File: src/design/bslm_pkg.sv
// bslm_pkg: shared types, codes and the level mapping of the battery monitor
// used by battery_stability_and_level_monitor_core and bslm_checker
package bslm_pkg;

  localparam int CFG_DATA_BITS = 16;
  localparam int CFG_IDX_BITS  = 3;

  localparam logic [CFG_IDX_BITS-1:0] REG_RAPID_CHANGE     = 3'd0;
  localparam logic [CFG_IDX_BITS-1:0] REG_RAPID_WINDOW     = 3'd1;
  localparam logic [CFG_IDX_BITS-1:0] REG_SPREAD_TOLERANCE = 3'd2;
  localparam logic [CFG_IDX_BITS-1:0] REG_INSTABILITY_LIM  = 3'd3;
  localparam logic [CFG_IDX_BITS-1:0] REG_PRESENT_MIN      = 3'd4;
  localparam logic [CFG_IDX_BITS-1:0] REG_PRESENT_MAX      = 3'd5;
  localparam logic [CFG_IDX_BITS-1:0] REG_USB_PRESENT      = 3'd6;
  localparam logic [CFG_IDX_BITS-1:0] REG_CHARGING         = 3'd7;

  typedef logic [1:0] status_t;
  localparam status_t STATUS_DISCONNECTED = 2'd0;
  localparam status_t STATUS_UNSTABLE     = 2'd1;
  localparam status_t STATUS_CHARGING     = 2'd2;
  localparam status_t STATUS_CONNECTED    = 2'd3;

  localparam logic [12:0] SCAN_MIN_START = 13'd4300;
  localparam logic [7:0]  RUN_MAX        = 8'd255;
  localparam logic [6:0]  LEVEL_MAX      = 7'd100;

  typedef enum logic [1:0] {
    ST_IDLE,
    ST_SCAN,
    ST_DRAIN,
    ST_FIN
  } state_t;

  // piecewise charge estimate, divisions done by reciprocal multiply or by shift
  function automatic logic [6:0] level_of(input logic [15:0] v);
    logic [15:0] d;
    logic [23:0] t;
    logic [6:0]  p;
    d = 16'd0;
    t = 24'd0;
    p = 7'd0;
    if (v >= 16'd4150) begin
      d = v - 16'd4150;
      t = 24'(d) * 24'd205;
      if (d >= 16'd50) p = LEVEL_MAX;
      else p = 7'd95 + 7'(t >> 11);
    end else if (v >= 16'd4000) begin
      d = v - 16'd4000;
      t = 24'({d, 1'b0}) * 24'd2185;
      p = 7'd75 + 7'(t >> 15);
    end else if (v >= 16'd3800) begin
      d = v - 16'd3800;
      p = 7'd50 + 7'(d >> 3);
    end else if (v >= 16'd3600) begin
      d = v - 16'd3600;
      p = 7'd25 + 7'(d >> 3);
    end else if (v >= 16'd3400) begin
      d = v - 16'd3400;
      t = 24'(d) * 24'd615;
      p = 7'd10 + 7'(t >> 13);
    end else if (v >= 16'd3200) begin
      d = v - 16'd3200;
      t = 24'(d) * 24'd205;
      p = 7'd5 + 7'(t >> 13);
    end else if (v >= 16'd3000) begin
      d = v - 16'd3000;
      t = 24'(d) * 24'd205;
      p = 7'(t >> 13);
    end
    return p;
  endfunction

endpackage

File: src/design/battery_stability_and_level_monitor_core.sv
// battery_stability_and_level_monitor_core: sample window memory, rapid jump,
// spread, presence, level and charging judgment; depends on bslm_pkg
// requests are taken one at a time, since the window is scanned through the single read
//   port of the sample memory; a new one is taken only after the result is registered
// reset: synchronous, active low; window valid bits clear at once, no sweep
module battery_stability_and_level_monitor_core #(
  parameter int WINDOW_DEPTH = 8,
  parameter int MV_BITS      = 13
) (
  input  logic                                 clk,
  input  logic                                 rst_n,
  input  logic                                 in_valid,
  output logic                                 in_stall,
  input  logic [MV_BITS-1:0]                   in_battery_mv,
  input  logic [MV_BITS-1:0]                   in_usb_mv,
  input  logic [31:0]                          in_now_ms,
  output logic                                 out_valid,
  input  logic                                 out_stall,
  output logic                                 out_present,
  output logic [6:0]                           out_level_percent,
  output logic                                 out_sample_stable,
  output logic                                 out_rapid_change,
  output logic                                 out_charging,
  output bslm_pkg::status_t                    out_status,
  input  logic                                 cfg_wr_en,
  input  logic [bslm_pkg::CFG_IDX_BITS-1:0]    cfg_index,
  input  logic [bslm_pkg::CFG_DATA_BITS-1:0]   cfg_data
);
  import bslm_pkg::*;

  localparam int AW = $clog2(WINDOW_DEPTH);
  localparam int WB = (MV_BITS > 13) ? MV_BITS : 13;
  localparam logic [AW-1:0] LAST_IDX = AW'(WINDOW_DEPTH - 1);

  // configuration
  logic [12:0] rapid_change_r, spread_tol_r, present_min_r, present_max_r;
  logic [12:0] usb_present_r, charging_mv_r;
  logic [15:0] rapid_window_r;
  logic [7:0]  inst_limit_r;

  always_ff @(posedge clk) begin
    if (!rst_n) begin
      rapid_change_r <= 13'd300;
      rapid_window_r <= 16'd5000;
      spread_tol_r   <= 13'd200;
      inst_limit_r   <= 8'd3;
      present_min_r  <= 13'd2500;
      present_max_r  <= 13'd4500;
      usb_present_r  <= 13'd4000;
      charging_mv_r  <= 13'd4100;
    end else if (cfg_wr_en) begin
      unique case (cfg_index)
        REG_RAPID_CHANGE:     rapid_change_r <= cfg_data[12:0];
        REG_RAPID_WINDOW:     rapid_window_r <= cfg_data;
        REG_SPREAD_TOLERANCE: spread_tol_r   <= cfg_data[12:0];
        REG_INSTABILITY_LIM:  inst_limit_r   <= cfg_data[7:0];
        REG_PRESENT_MIN:      present_min_r  <= cfg_data[12:0];
        REG_PRESENT_MAX:      present_max_r  <= cfg_data[12:0];
        REG_USB_PRESENT:      usb_present_r  <= cfg_data[12:0];
        REG_CHARGING:         charging_mv_r  <= cfg_data[12:0];
        default: ;
      endcase
    end
  end

  // control state
  state_t            state_r, state_nxt;
  logic [AW-1:0]     ptr_r, scan_cnt_r;
  logic [WINDOW_DEPTH-1:0] vbits_r;
  logic              rd_pend_r;
  logic [MV_BITS-1:0] last_stable_r;
  logic [31:0]       last_jump_r;
  logic [7:0]        run_r;
  logic              link_r;
  logic              out_valid_r;

  // request and scan data
  logic [MV_BITS-1:0] v_r, usb_r;
  logic [31:0]        now_r;
  logic [MV_BITS-1:0] rd_data_r;
  logic               rd_vld_r;
  logic [WB-1:0]      mn_r;
  logic [MV_BITS-1:0] mx_r;
  logic [1:0]         cnt_r;
  logic [6:0]         level_r;

  logic in_acc, rd_en, fin_go, out_free;

  assign out_free = !out_valid_r || !out_stall;
  assign in_acc   = in_valid && !in_stall;

  // next state
  always_comb begin
    state_nxt = state_r;
    unique case (state_r)
      ST_IDLE:  if (in_valid) state_nxt = ST_SCAN;
      ST_SCAN:  if (scan_cnt_r == LAST_IDX) state_nxt = ST_DRAIN;
      ST_DRAIN: state_nxt = ST_FIN;
      ST_FIN:   if (out_free) state_nxt = ST_IDLE;
      default:  state_nxt = ST_IDLE;
    endcase
  end

  // state outputs
  always_comb begin
    in_stall = 1'b1;
    rd_en    = 1'b0;
    fin_go   = 1'b0;
    unique case (state_r)
      ST_IDLE:  in_stall = 1'b0;
      ST_SCAN:  rd_en = 1'b1;
      ST_DRAIN: ;
      ST_FIN:   fin_go = out_free;
      default:  ;
    endcase
  end

  // sample memory: one write port, one registered read port
  logic [MV_BITS-1:0] win_mem [WINDOW_DEPTH];

  always_ff @(posedge clk) begin
    if (in_acc) win_mem[ptr_r] <= in_battery_mv;
    if (rd_en) rd_data_r <= win_mem[scan_cnt_r];
  end

  // finalize: rapid check, verdict, presence, charging
  logic [MV_BITS-1:0] diff;
  logic [31:0]        elapsed;
  logic               big, in_win, rapid, judge, stable_s, present, charging;
  logic [WB-1:0]      spread, v_w, usb_w;
  logic [MV_BITS-1:0] ls_a, ls_nxt;
  logic [7:0]         run_a, run_nxt;
  logic               link_a, link_nxt, verdict;
  logic [31:0]        last_jump_nxt;
  status_t            status;

  always_comb begin
    v_w     = WB'(v_r);
    usb_w   = WB'(usb_r);
    diff    = (v_r > last_stable_r) ? v_r - last_stable_r : last_stable_r - v_r;
    big     = (last_stable_r != '0) && (WB'(diff) > WB'(rapid_change_r));
    elapsed = now_r - last_jump_r;
    in_win  = elapsed < {16'd0, rapid_window_r};
    rapid   = big && in_win;
    last_jump_nxt = (big && !in_win) ? now_r : last_jump_r;
    ls_a    = (last_stable_r == '0) ? v_r : last_stable_r;

    judge    = (cnt_r == 2'd3);
    spread   = (WB'(mx_r) >= mn_r) ? WB'(mx_r) - mn_r : '0;
    stable_s = (spread <= WB'(spread_tol_r)) && !rapid;

    run_a  = run_r;
    ls_nxt = ls_a;
    link_a = link_r;
    if (judge) begin
      if (stable_s) begin
        run_a  = 8'd0;
        ls_nxt = v_r;
      end else if (run_r != RUN_MAX) begin
        run_a = run_r + 8'd1;
      end
      link_a = run_a < inst_limit_r;
    end
    verdict = judge ? link_a : 1'b1;

    present  = (v_w >= WB'(present_min_r)) && (v_w <= WB'(present_max_r));
    charging = (usb_w >= WB'(usb_present_r)) && (v_w >= WB'(charging_mv_r));
    run_nxt  = run_a;
    link_nxt = link_a;
    if (!present) begin
      run_nxt  = 8'd0;
      link_nxt = 1'b1;
      ls_nxt   = '0;
    end

    if (!present)       status = STATUS_DISCONNECTED;
    else if (!link_nxt) status = STATUS_UNSTABLE;
    else if (charging)  status = STATUS_CHARGING;
    else                status = STATUS_CONNECTED;
  end

  // control registers
  always_ff @(posedge clk) begin
    if (!rst_n) begin
      state_r       <= ST_IDLE;
      ptr_r         <= '0;
      scan_cnt_r    <= '0;
      vbits_r       <= '0;
      rd_pend_r     <= 1'b0;
      last_stable_r <= '0;
      last_jump_r   <= '0;
      run_r         <= '0;
      link_r        <= 1'b1;
      out_valid_r   <= 1'b0;
    end else begin
      state_r   <= state_nxt;
      rd_pend_r <= rd_en;
      if (in_acc) begin
        vbits_r[ptr_r] <= 1'b1;
        ptr_r          <= (ptr_r == LAST_IDX) ? '0 : ptr_r + 1'b1;
        scan_cnt_r     <= '0;
      end else if (rd_en) begin
        scan_cnt_r <= scan_cnt_r + 1'b1;
      end
      if (fin_go) begin
        last_stable_r <= ls_nxt;
        last_jump_r   <= last_jump_nxt;
        run_r         <= run_nxt;
        link_r        <= link_nxt;
        out_valid_r   <= 1'b1;
      end else if (out_valid_r && !out_stall) begin
        out_valid_r <= 1'b0;
      end
    end
  end

  // payload registers
  logic [WB-1:0] s_w;
  assign s_w = rd_vld_r ? WB'(rd_data_r) : '0;

  always_ff @(posedge clk) begin
    if (in_acc) begin
      v_r   <= in_battery_mv;
      usb_r <= in_usb_mv;
      now_r <= in_now_ms;
      mn_r  <= WB'(SCAN_MIN_START);
      mx_r  <= '0;
      cnt_r <= 2'd0;
    end else if (rd_pend_r && (s_w != '0)) begin
      // empty slots read as zero and are skipped
      if (cnt_r != 2'd3) cnt_r <= cnt_r + 2'd1;
      if (s_w < mn_r) mn_r <= s_w;
      if (rd_data_r > mx_r) mx_r <= rd_data_r;
    end
    if (rd_en) begin
      rd_vld_r <= vbits_r[scan_cnt_r];
      level_r  <= level_of(16'(v_r));
    end
    if (fin_go) begin
      out_present       <= present;
      out_level_percent <= present ? level_r : 7'd0;
      out_sample_stable <= verdict;
      out_rapid_change  <= rapid;
      out_charging      <= charging;
      out_status        <= status;
    end
  end

  assign out_valid = out_valid_r;

endmodule

File: config.mk
export PLATFORM = sky130hd
export DESIGN_NAME = battery_stability_and_level_monitor_core
export DESIGN_NICKNAME = d
export VERILOG_FILES = /design/src/design/bslm_pkg.sv /design/src/design/battery_stability_and_level_monitor_core.sv
export SDC_FILE = /design/constraint.sdc
export NUM_CORES = 1
export LEC_CHECK = 0
export BUFFER_PORTS_ARGS = -buffer_cell sky130_fd_sc_hd__buf_2
export CORE_ASPECT_RATIO = 1.2
export CORE_UTILIZATION = 56
export CTS_CLUSTER_DIAMETER = 80
export CTS_CLUSTER_SIZE = 12
export DETAILED_ROUTE_END_ITERATION = 10
export PLACE_DENSITY = 0.73
export SYNTH_ARGS = -nofsm -noshare
export SYNTH_HDL_FRONTEND = slang
export SYNTH_SLANG_ARGS = --single-unit
File: constraint.sdc
create_clock -name clk -period 12.6 [get_ports clk]
set_clock_uncertainty 0.05 [all_clocks]
set_input_delay 0 -clock clk [delete_from_list [all_inputs] [get_ports clk]]
set_output_delay 0 -clock clk [all_outputs]
set_load 0.03 [all_outputs]
== Word-level counts from Yosys, hierarchy flattened ==
Memory sizes are Yosys's and may differ from the RTL's. A register that Yosys moved wholly into a read port is not among the register bits.
Index checks and enable logic that the tools add are counted.
Operators by class
  $add $sub $neg: 21
  multipliers: 5
  $lt $le $gt $ge: 23
  equal/unequal tests: 19
  multiplexer cells: 40
  bitwise gates (word level): 2
  reductions and logical operators: 37
Operators by type and width (count)
  two-way mux 13 bit: 7
  >= comparator 13 x 12 -> 1 bit, second input constant: 6
  two-way mux 7 bit: 8
  subtractor 13 x 12 -> 14 bit, second input constant: 4
  >= comparator 13 bit: 4
  multiplier 16 x 8 -> 20 bit, second input constant: 2
  two-way mux 8 bit: 5
  > comparator 13 bit: 3
  subtractor 13 bit: 3
  < comparator 32 x 16 -> 1 bit: 1
  subtractor 32 bit: 1
  AND reduction 2 bit: 14
  <= comparator 13 bit: 2
  nonzero test 13 bit: 2
  multiplier 16 x 12 -> 21 bit, second input constant: 1
  multiplier 16 x 10 -> 20 bit, second input constant: 1
  subtractor 10 bit, second input constant: 2
  equality test 3 bit, second input constant: 6
  multiplier 16 x 8 -> 18 bit, second input constant: 1
  >= comparator 16 x 6 -> 1 bit, second input constant: 1
  adder 7 bit, first input constant: 2
  subtractor 13 x 13 -> 14 bit, second input constant: 1
  >= comparator 13 bit, second input constant: 1
  zero test 13 bit: 1
  33 further kinds: 68
Storage, ports and cells
  register bits after elaboration: 281
  bits in writable memories: 104
  bits of input ports: 82
  output and inout port bits: 15
  logic and storage cells: 181
  memories kept: 1
Memory list
  win_mem: words 8, bits a word 13, rd ports 1, clocked after memory_dff 1, wr ports 1, RTL line battery_stability_and_level_monitor_core.sv:119  | logic [MV_BITS-1:0] win_mem [WINDOW_DEPTH];

== Depth between registers and ports, before layout ==
Gate-level depths: netlist of run 1.
  word-level depth: 13
  mapped depth: 31
  gate-level depth less buffers: 30

== Worst setup path after synthesis of run 1 ==
OpenSTA, ideal clock, no wires.
  path kind: reg2reg
  from: reg v_r[7]
  to: reg level_r[6] (data pin)
  library setup time: 0.266 ns
  arrival time: 6.779 ns
  data required time: 12.284 ns
  setup slack: 5.505 ns
  cell stages (with the launch flop): 30
  buffers on the path: 1
  clock period less this slack: 7.095 ns
  cell sequence: edfxtp_1 -> clkbuf_1 -> clkinv_1 -> ha_1 -> inv_1 -> o21ai_0 -> a31oi_1 -> o21ai_0 -> nand2_1 -> xor2_1 -> ha_1 -> inv_1 -> fa_1 -> inv_1 -> fa_1 -> fa_1 -> inv_1 -> fa_1 -> inv_1 -> ha_1 -> o21a_1 -> o21a_1 -> o21ai_0 -> a31oi_1 -> or3_1 -> or4b_1 -> nand4_1 -> o31ai_1 -> o21ai_1 -> a22oi_1
On the way
  cells in the longest elaborated chain, start to end: 9
  elaborated cells between the ends (all ways): 34
  classes of those cells: add/sub: 13; mul: 5; order compare: 8; mux: 8
Ends and longest elaborated chain
  start, declared: RTL line battery_stability_and_level_monitor_core.sv:78  | logic [MV_BITS-1:0] v_r, usb_r;
  start signal, assigned: RTL line battery_stability_and_level_monitor_core.sv:223  | v_r <= in_battery_mv;
  subtractor 13 x 12 -> 14 bit, on equally long branches: RTL line bslm_pkg.sv:62, bslm_pkg.sv:66
  multiplier 16 x 8 -> 20 bit, on equally long branches: RTL line bslm_pkg.sv:63, bslm_pkg.sv:67
  adder 3 x 7 -> 7 bit or two-way mux 7 bit (tied branches): RTL line bslm_pkg.sv:64, bslm_pkg.sv:65
  two-way mux 7 bit: RTL line bslm_pkg.sv:61  | end else if (v >= 16'd3200) begin
  two-way mux 7 bit: RTL line bslm_pkg.sv:57  | end else if (v >= 16'd3400) begin
  two-way mux 7 bit: RTL line bslm_pkg.sv:54  | end else if (v >= 16'd3600) begin
  two-way mux 7 bit: RTL line bslm_pkg.sv:51  | end else if (v >= 16'd3800) begin
  two-way mux 7 bit: RTL line bslm_pkg.sv:47  | end else if (v >= 16'd4000) begin
  two-way mux 7 bit *: RTL line bslm_pkg.sv:42  | if (v >= 16'd4150) begin
  end signal, assigned: RTL line battery_stability_and_level_monitor_core.sv:237  | level_r <= level_of(16'(v_r));
  end, declared: RTL line battery_stability_and_level_monitor_core.sv:85  | logic [6:0] level_r;
Mark *: on every way between the ends. The rest lies on a longest branch, timed or not.
A chain may end at the register's enable or synchronous reset.

== Final worst setup path of run 1 ==
Ends and elaborated chain as after synthesis.

==> results.json, run 1 <==
{
  "ctsLongestPathBuffers": 3,
  "drive_above_1_share_pct": 7.70,
  "grt_antenna_before_repair": 0,
  "floorplan.initialDensity_pct": 57.1,
  "grt_overflow": 0,
  "crit_path_max_incr_delay_ns": 0.83,
  "core_area_um2": 57500,
  "worst_hold_path.endpoint": "rapid_window_r[9]",
  "grt_max_degree": 73,
  "synth_fp_nets": 4113,
  "num_rows": 96,
  "synth_async_sr_flop_share_pct": 0,
  "post-route-worst-setup-slack_ns": 4.44,
  "synthesis.area_um2": 32900,
  "clock_tree.htree_level_count": 2,
  "number_of_global_route_vias_before_repair": 25100,
  "detail_route.drc_violations": 0,
  "dieArea_um2": 59700,
  "hold-path-cell-count": 2,
  "seq_area_frac_synth_pct": 30.2,
  "top_level_ports": 97,
  "tightestPinTransition_ns": 1.09,
  "cts_made_buffers": 41,
  "ys_types": 102,
  "place_hpwl_um": 59900,
  "timing.final.crit_share_pct": 64.8,
  "synth_cells": 3394,
  "crit_path_end_kind": "flip-flop",
  "mean_syn_cell_area_um2": 9.68,
  "firstDrtPassIters": 6,
  "routed_via_density": 5.78,
  "cts_tree": "built",
  "worstHoldPathType": "in2reg",
  "critPathKind": "reg2reg",
  "diodes": 0,
  "chipHeight_um": 267,
  "worstPathRequired_ns": 12.86,
  "drt-total-wl_um": 80100,
  "timing.critical_path.arrival_ns": 8.43,
  "drt-initial-drc-count": 1763,
  "regToRegSetupSlack_ns": 4.44,
  "clk_pin_slew_worst_paths_ns": 0.06,
  "final.setup.tns_ns": 0,
  "run_status": "finished, final reports clean",
  "maximum_operating_frequency_mhz": 123,
  "setup_viol": 0,
  "gp_routability_congestion": 0.942,
  "number_of_warnings_reported_in_the_yosys_synthesis_log": 0,
  "number_of_enable_type_register_cells_in_the_synthesized_netlist": 196,
  "insertion_delay_ns": 0.59,
  "max_cap_viol_count": 0,
  "post-cts-setup-buffers": 0,
  "postSynthRegisterBits": 398,
  "remaining_number_of_nets_flagged_by_the_antenna_check_after_routing": 0,
  "critical_path.reg2reg.startpoint": "v_r[7]",
  "worst_r2r_endpoint": "level_r[6]",
  "cts.sink_count": 398,
  "die_w_um": 223,
  "global_route.usage.total_pct": 27.3,
  "drv_slew": 0,
  "critical_path.top_delay_family": "adder cells",
  "layout.nets": 4261,
  "count_of_buffering_cells_on_the_critical_path_with_inverters_included": 6,
  "placement.io_buffers": 96,
  "standard_cell_with_the_maximum_stage_delay_on_the_critical_path": "edfxtp_1",
  "wire_per_inst_um": 18.6,
  "hold_path.startpoint": "rst_n",
  "clock-root-buffer": "clkbuf_16",
  "relSlewSlack_pct": 27.2,
  "grt_first_pass_wirelength_um": 130000,
  "synthFlopType": "dfxtp_1",
  "period_minus_slack_ns": 8.16,
  "critical_path.most_common_cell": "inv_1",
  "rsz_0062_raised_after_global_routing": "no",
  "path_max_fanout": 15,
  "area_growth_pct": 9.93,
  "final-hold-violation-count": 0,
  "detailedPlace.worstSlack_ns": 4.52,
  "r2r_cells": 29,
  "via_count": 24900,
  "setup.worst_path.start_class": "flip-flop"
}
synth_stat cells, types with 16 or more instances:
| master | n | area, um2 |
|---|---|---|
| o211ai_1 | 54 | 405 |
| a21oi_1 | 196 | 981 |
| nand2_1 | 323 | 1210 |
| o21ai_0 | 103 | 515 |
| and2_1 | 43 | 269 |
| nor2b_1 | 62 | 388 |
| clkbuf_1 | 68 | 255 |
| xor2_1 | 44 | 385 |
| inv_1 | 474 | 1780 |
| ha_1 | 484 | 6060 |
| nor3_1 | 45 | 225 |
| fa_1 | 153 | 3060 |
| o21a_1 | 46 | 345 |
| edfxtp_1 | 196 | 5890 |
| mux2i_1 | 62 | 621 |
| o21bai_1 | 23 | 173 |
| nor4_1 | 19 | 119 |
| a31oi_1 | 16 | 100 |
| nand4_1 | 44 | 275 |
| dfxtp_1 | 202 | 4040 |
| xnor2_1 | 130 | 1140 |
| mux4_2 | 28 | 631 |
| nor2_1 | 114 | 428 |
| a211oi_1 | 18 | 135 |
| mux2_2 | 18 | 203 |
| a22o_1 | 18 | 158 |
| nand3_1 | 69 | 345 |
| a21o_1 | 61 | 458 |
| nand2b_1 | 16 | 100 |
registers in the layout, summed over array words and instances, names as in the netlist, 16 cells and up:
| signal | flops |
|---|---|
| now_r | 32 |
| last_jump_r | 32 |
| rapid_window_r | 16 |
| win_mem | 104 |
how the worst max path moves through the flow:
stage / start / end / slack [ns] / cells after the start
CTS: v_r[7] / level_r[6] / 4.45 / 29
finish: v_r[7] / level_r[6] / 4.44 / 29
detailed placement: v_r[7] / level_r[6] / 4.52 / 29
global placement: v_r[7] / level_r[6] / 4.75 / 28
global route: v_r[7] / level_r[6] / 3.87 / 29
floorplan: v_r[7] / level_r[6] / 5.50 / 29
metrics by stage:
| stage | cells | area [um2] | utilization [%] | hold slack, ns |
|---|---|---|---|---|
| floorplan | 3394 | 32900 | - | 0.0489 |
| global placement | 4154 | 34100 | 59.3 | 0.127 |
| detailed placement | 4154 | 34100 | 59.3 | 0.128 |
| CTS | 4307 | 36100 | 62.8 | 0.00565 |
| global route | 4307 | 36100 | 62.8 | 0.0522 |
| finish | 4307 | 36100 | 62.8 | 0.0238 |
routing by layer:
| metal | global-route usage (%) | wire, um |
|---|---|---|
| met3 | 3.17 | 3960 |
| met2 | 47.9 | 39000 |
| met5 | 0 | 0 |
| met1 | 35.1 | 34600 |
| met4 | 9.00 | 2620 |
cell families after synthesis:
kind of cell / share of synthesized area, %
AOI/OAI and AO/OA: 14.0
xor gates and xnor gates: 4.64
adders and majority gates: 27.7
buffers and inverters: 6.82
DFF: 30.2
muxes: 4.42
and+or+nand+nor: 12.2
layout make-up:
cell class                 instances  area [um2]
multi-input combinational       2418       20700
fill                            4701       21400
clock inverter                     8         123
sequential                       398        9930
timing repair buffer             206        1510
tap                              735         920
inverter                         477        1790
clock buffer                      65        1120
what timing repair did:
action / in CTS / in global routing
setup endpoints to repair: 0 / 0
hold buffers: 80 / 0
endpoints found under the hold margin: 283 / 0
resized for setup: 0 / 0
placed cells by master, fill, tap and decap left out, types with 69 or more instances in the layout:
cell type / n
ha_1: 484
inv_1: 472
nand2_1: 323
dfxtp_1: 201
a21oi_1: 196
edfxtp_1: 196
fa_1: 153
xnor2_1: 130
nor2_1: 113
o21ai_0: 103
buf_2: 96
dlygate4sd3_1: 80
nand3_1: 69
Power of run 1 is left out: the tool's default activity adds up to more than one toggle a clock period on the data nets, which glitch-free logic cannot reach.
==> run 2: changes to the inputs <==
==> constraint.sdc (replaced) <==
create_clock -name clk -period 7.9 [get_ports clk]
set_clock_uncertainty 0.05 [all_clocks]
set_input_delay 0 -clock clk [delete_from_list [all_inputs] [get_ports clk]]
set_output_delay 0 -clock clk [all_outputs]
set_load 0.03 [all_outputs]
==> results.json, run 2 (synthesized netlist as in run 1, its figures left out) <==
{
  "via_count": 25200,
  "top_level_ports": 97,
  "placement.io_buffers": 96,
  "post-route-worst-setup-slack_ns": 0.553,
  "floorplan.initialDensity_pct": 57.1,
  "die_w_um": 223,
  "grt_first_pass_wirelength_um": 134000,
  "final-seq-area_um2": 9930,
  "worstPathRequired_ns": 8.16,
  "gp_routability_congestion": 0.970,
  "drv_slew": 0,
  "drt-total-wl_um": 83500,
  "cts.sink_count": 398,
  "dieArea_um2": 59700,
  "tightestPinTransition_ns": 1.33,
  "period_minus_slack_ns": 7.35,
  "post-cts-setup-buffers": 0,
  "ctsLongestPathBuffers": 3,
  "n_fill_cell": 4679,
  "maximum_operating_frequency_mhz": 136,
  "postPlaceCellArea_um2": 34300,
  "drive_above_1_share_pct": 8.26,
  "path_max_fanout": 11,
  "final-hold-violation-count": 0,
  "clock_tree.htree_level_count": 2,
  "grt_overflow": 0,
  "critPathKind": "reg2reg",
  "finalInstanceArea_um2": 36300,
  "clock-root-buffer": "clkbuf_16",
  "global_route.usage.total_pct": 28.4,
  "setup.worst_path.start_class": "flip-flop",
  "cts_tree": "built",
  "crit_path_end_kind": "flip-flop",
  "grt_antenna_before_repair": 0,
  "multi_input_area_um2": 20800,
  "relSlewSlack_pct": 11.3,
  "max_cap_viol_count": 0,
  "rsz_0062_raised_after_global_routing": "no",
  "layout.nets": 4286,
  "detail_route.drc_violations": 0,
  "remaining_number_of_nets_flagged_by_the_antenna_check_after_routing": 0,
  "insertion_delay_ns": 0.60,
  "timing.critical_path.arrival_ns": 7.61,
  "largest_register": "win_mem",
  "place_hpwl_um": 62500,
  "top_registers": "win_mem x104, last_jump_r x32, now_r x32",
  "area_growth_pct": 10.6,
  "grt_max_degree": 66,
  "core_area_um2": 57500,
  "number_of_global_route_vias_before_repair": 25500,
  "cts_made_buffers": 41,
  "wire_per_inst_um": 19.3,
  "run_status": "finished, final reports clean",
  "drt-initial-drc-count": 1873,
  "final_common_cell": "ha_1",
  "firstDrtPassIters": 8,
  "holdBufCountCts": 84,
  "fin_cells": 4333,
  "dp_cells": 4175,
  "timing.final.crit_share_pct": 93.0,
  "clk_pin_slew_worst_paths_ns": 0.06,
  "num_rows": 96,
  "setup_viol": 0,
  "chipHeight_um": 267,
  "layout_common_cells": "ha_1, inv_1, nand2_1",
  "cts.repair.resized": 0,
  "worstHoldPathType": "in2reg",
  "routed_via_density": 5.82,
  "detailedPlace.worstSlack_ns": 0.688,
  "largest_register_ff_count": 104,
  "final.setup.tns_ns": 0
}
-- run 2: final cells by class --
class / count / share of cell area (%)
clock inverters: 9 / 0.344
diodes: 1 / 0.00689
flip-flops and latches: 398 / 27.3
multi-input cells: 2418 / 57.1
inverters: 477 / 4.93
repair buffers: 231 / 4.69
well taps: 735 / 2.53
clock buffers: 64 / 3.06
-- run 2: per-layer routing --
| metal | wire, um | vias to the layer above | global-route usage (%) |
|---|---|---|---|
| met5 | 0 | - | 0 |
| met2 | 40900 | 699 | 49.9 |
| met3 | 3860 | 190 | 2.79 |
| met4 | 3200 | 0 | 10.7 |
| met1 | 35600 | 12200 | 36.2 |
| li1 | - | 12200 | - |
-- run 2: critical path, stage by stage (launching register included) --
cell and delay [ns]:
edfxtp_1 0.57, inv_2 0.29, ha_1 0.32, xor2_1 0.36
ha_1 0.35, fa_1 0.50, fa_1 0.51, fa_1 0.50
ha_1 0.31, a21o_1 0.18, a21oi_1 0.25, o21ai_0 0.26
a21oi_1 0.24, xnor2_1 0.14, ha_1 0.21, inv_1 0.07
a21o_1 0.16, a221o_1 0.31, a21oi_1 0.11, o21ai_0 0.20
a211o_1 0.28, nand4_1 0.11, mux2_2 0.34, o21a_1 0.18
o21ai_1 0.13, a22oi_1 0.10
-- run 2: path summary, 6_finish.rpt --
path | start | endpoint | slack, ns | cells after the start
max | v_r[8] | level_r[6] | 0.55 | 25
min | in_now_ms[18] | now_r[18] | 0.07 | 2
min reg2reg | rapid_window_r[5] | rapid_window_r[5] | 0.40 | 2
max reg2reg | v_r[8] | level_r[6] | 0.55 | 25
-- run 2: through the flow --
step | utilization (%) | hold WS, ns
3_3_place_gp | 59.5 | 0.126
4_1_cts | 63.2 | 0.0386
5_1_grt | 63.2 | 0.0508
6_report | 63.2 | 0.0652
3_5_place_dp | 59.5 | 0.128
2_1_floorplan | - | 0.0489
Power of run 2 is left out for the same reason.
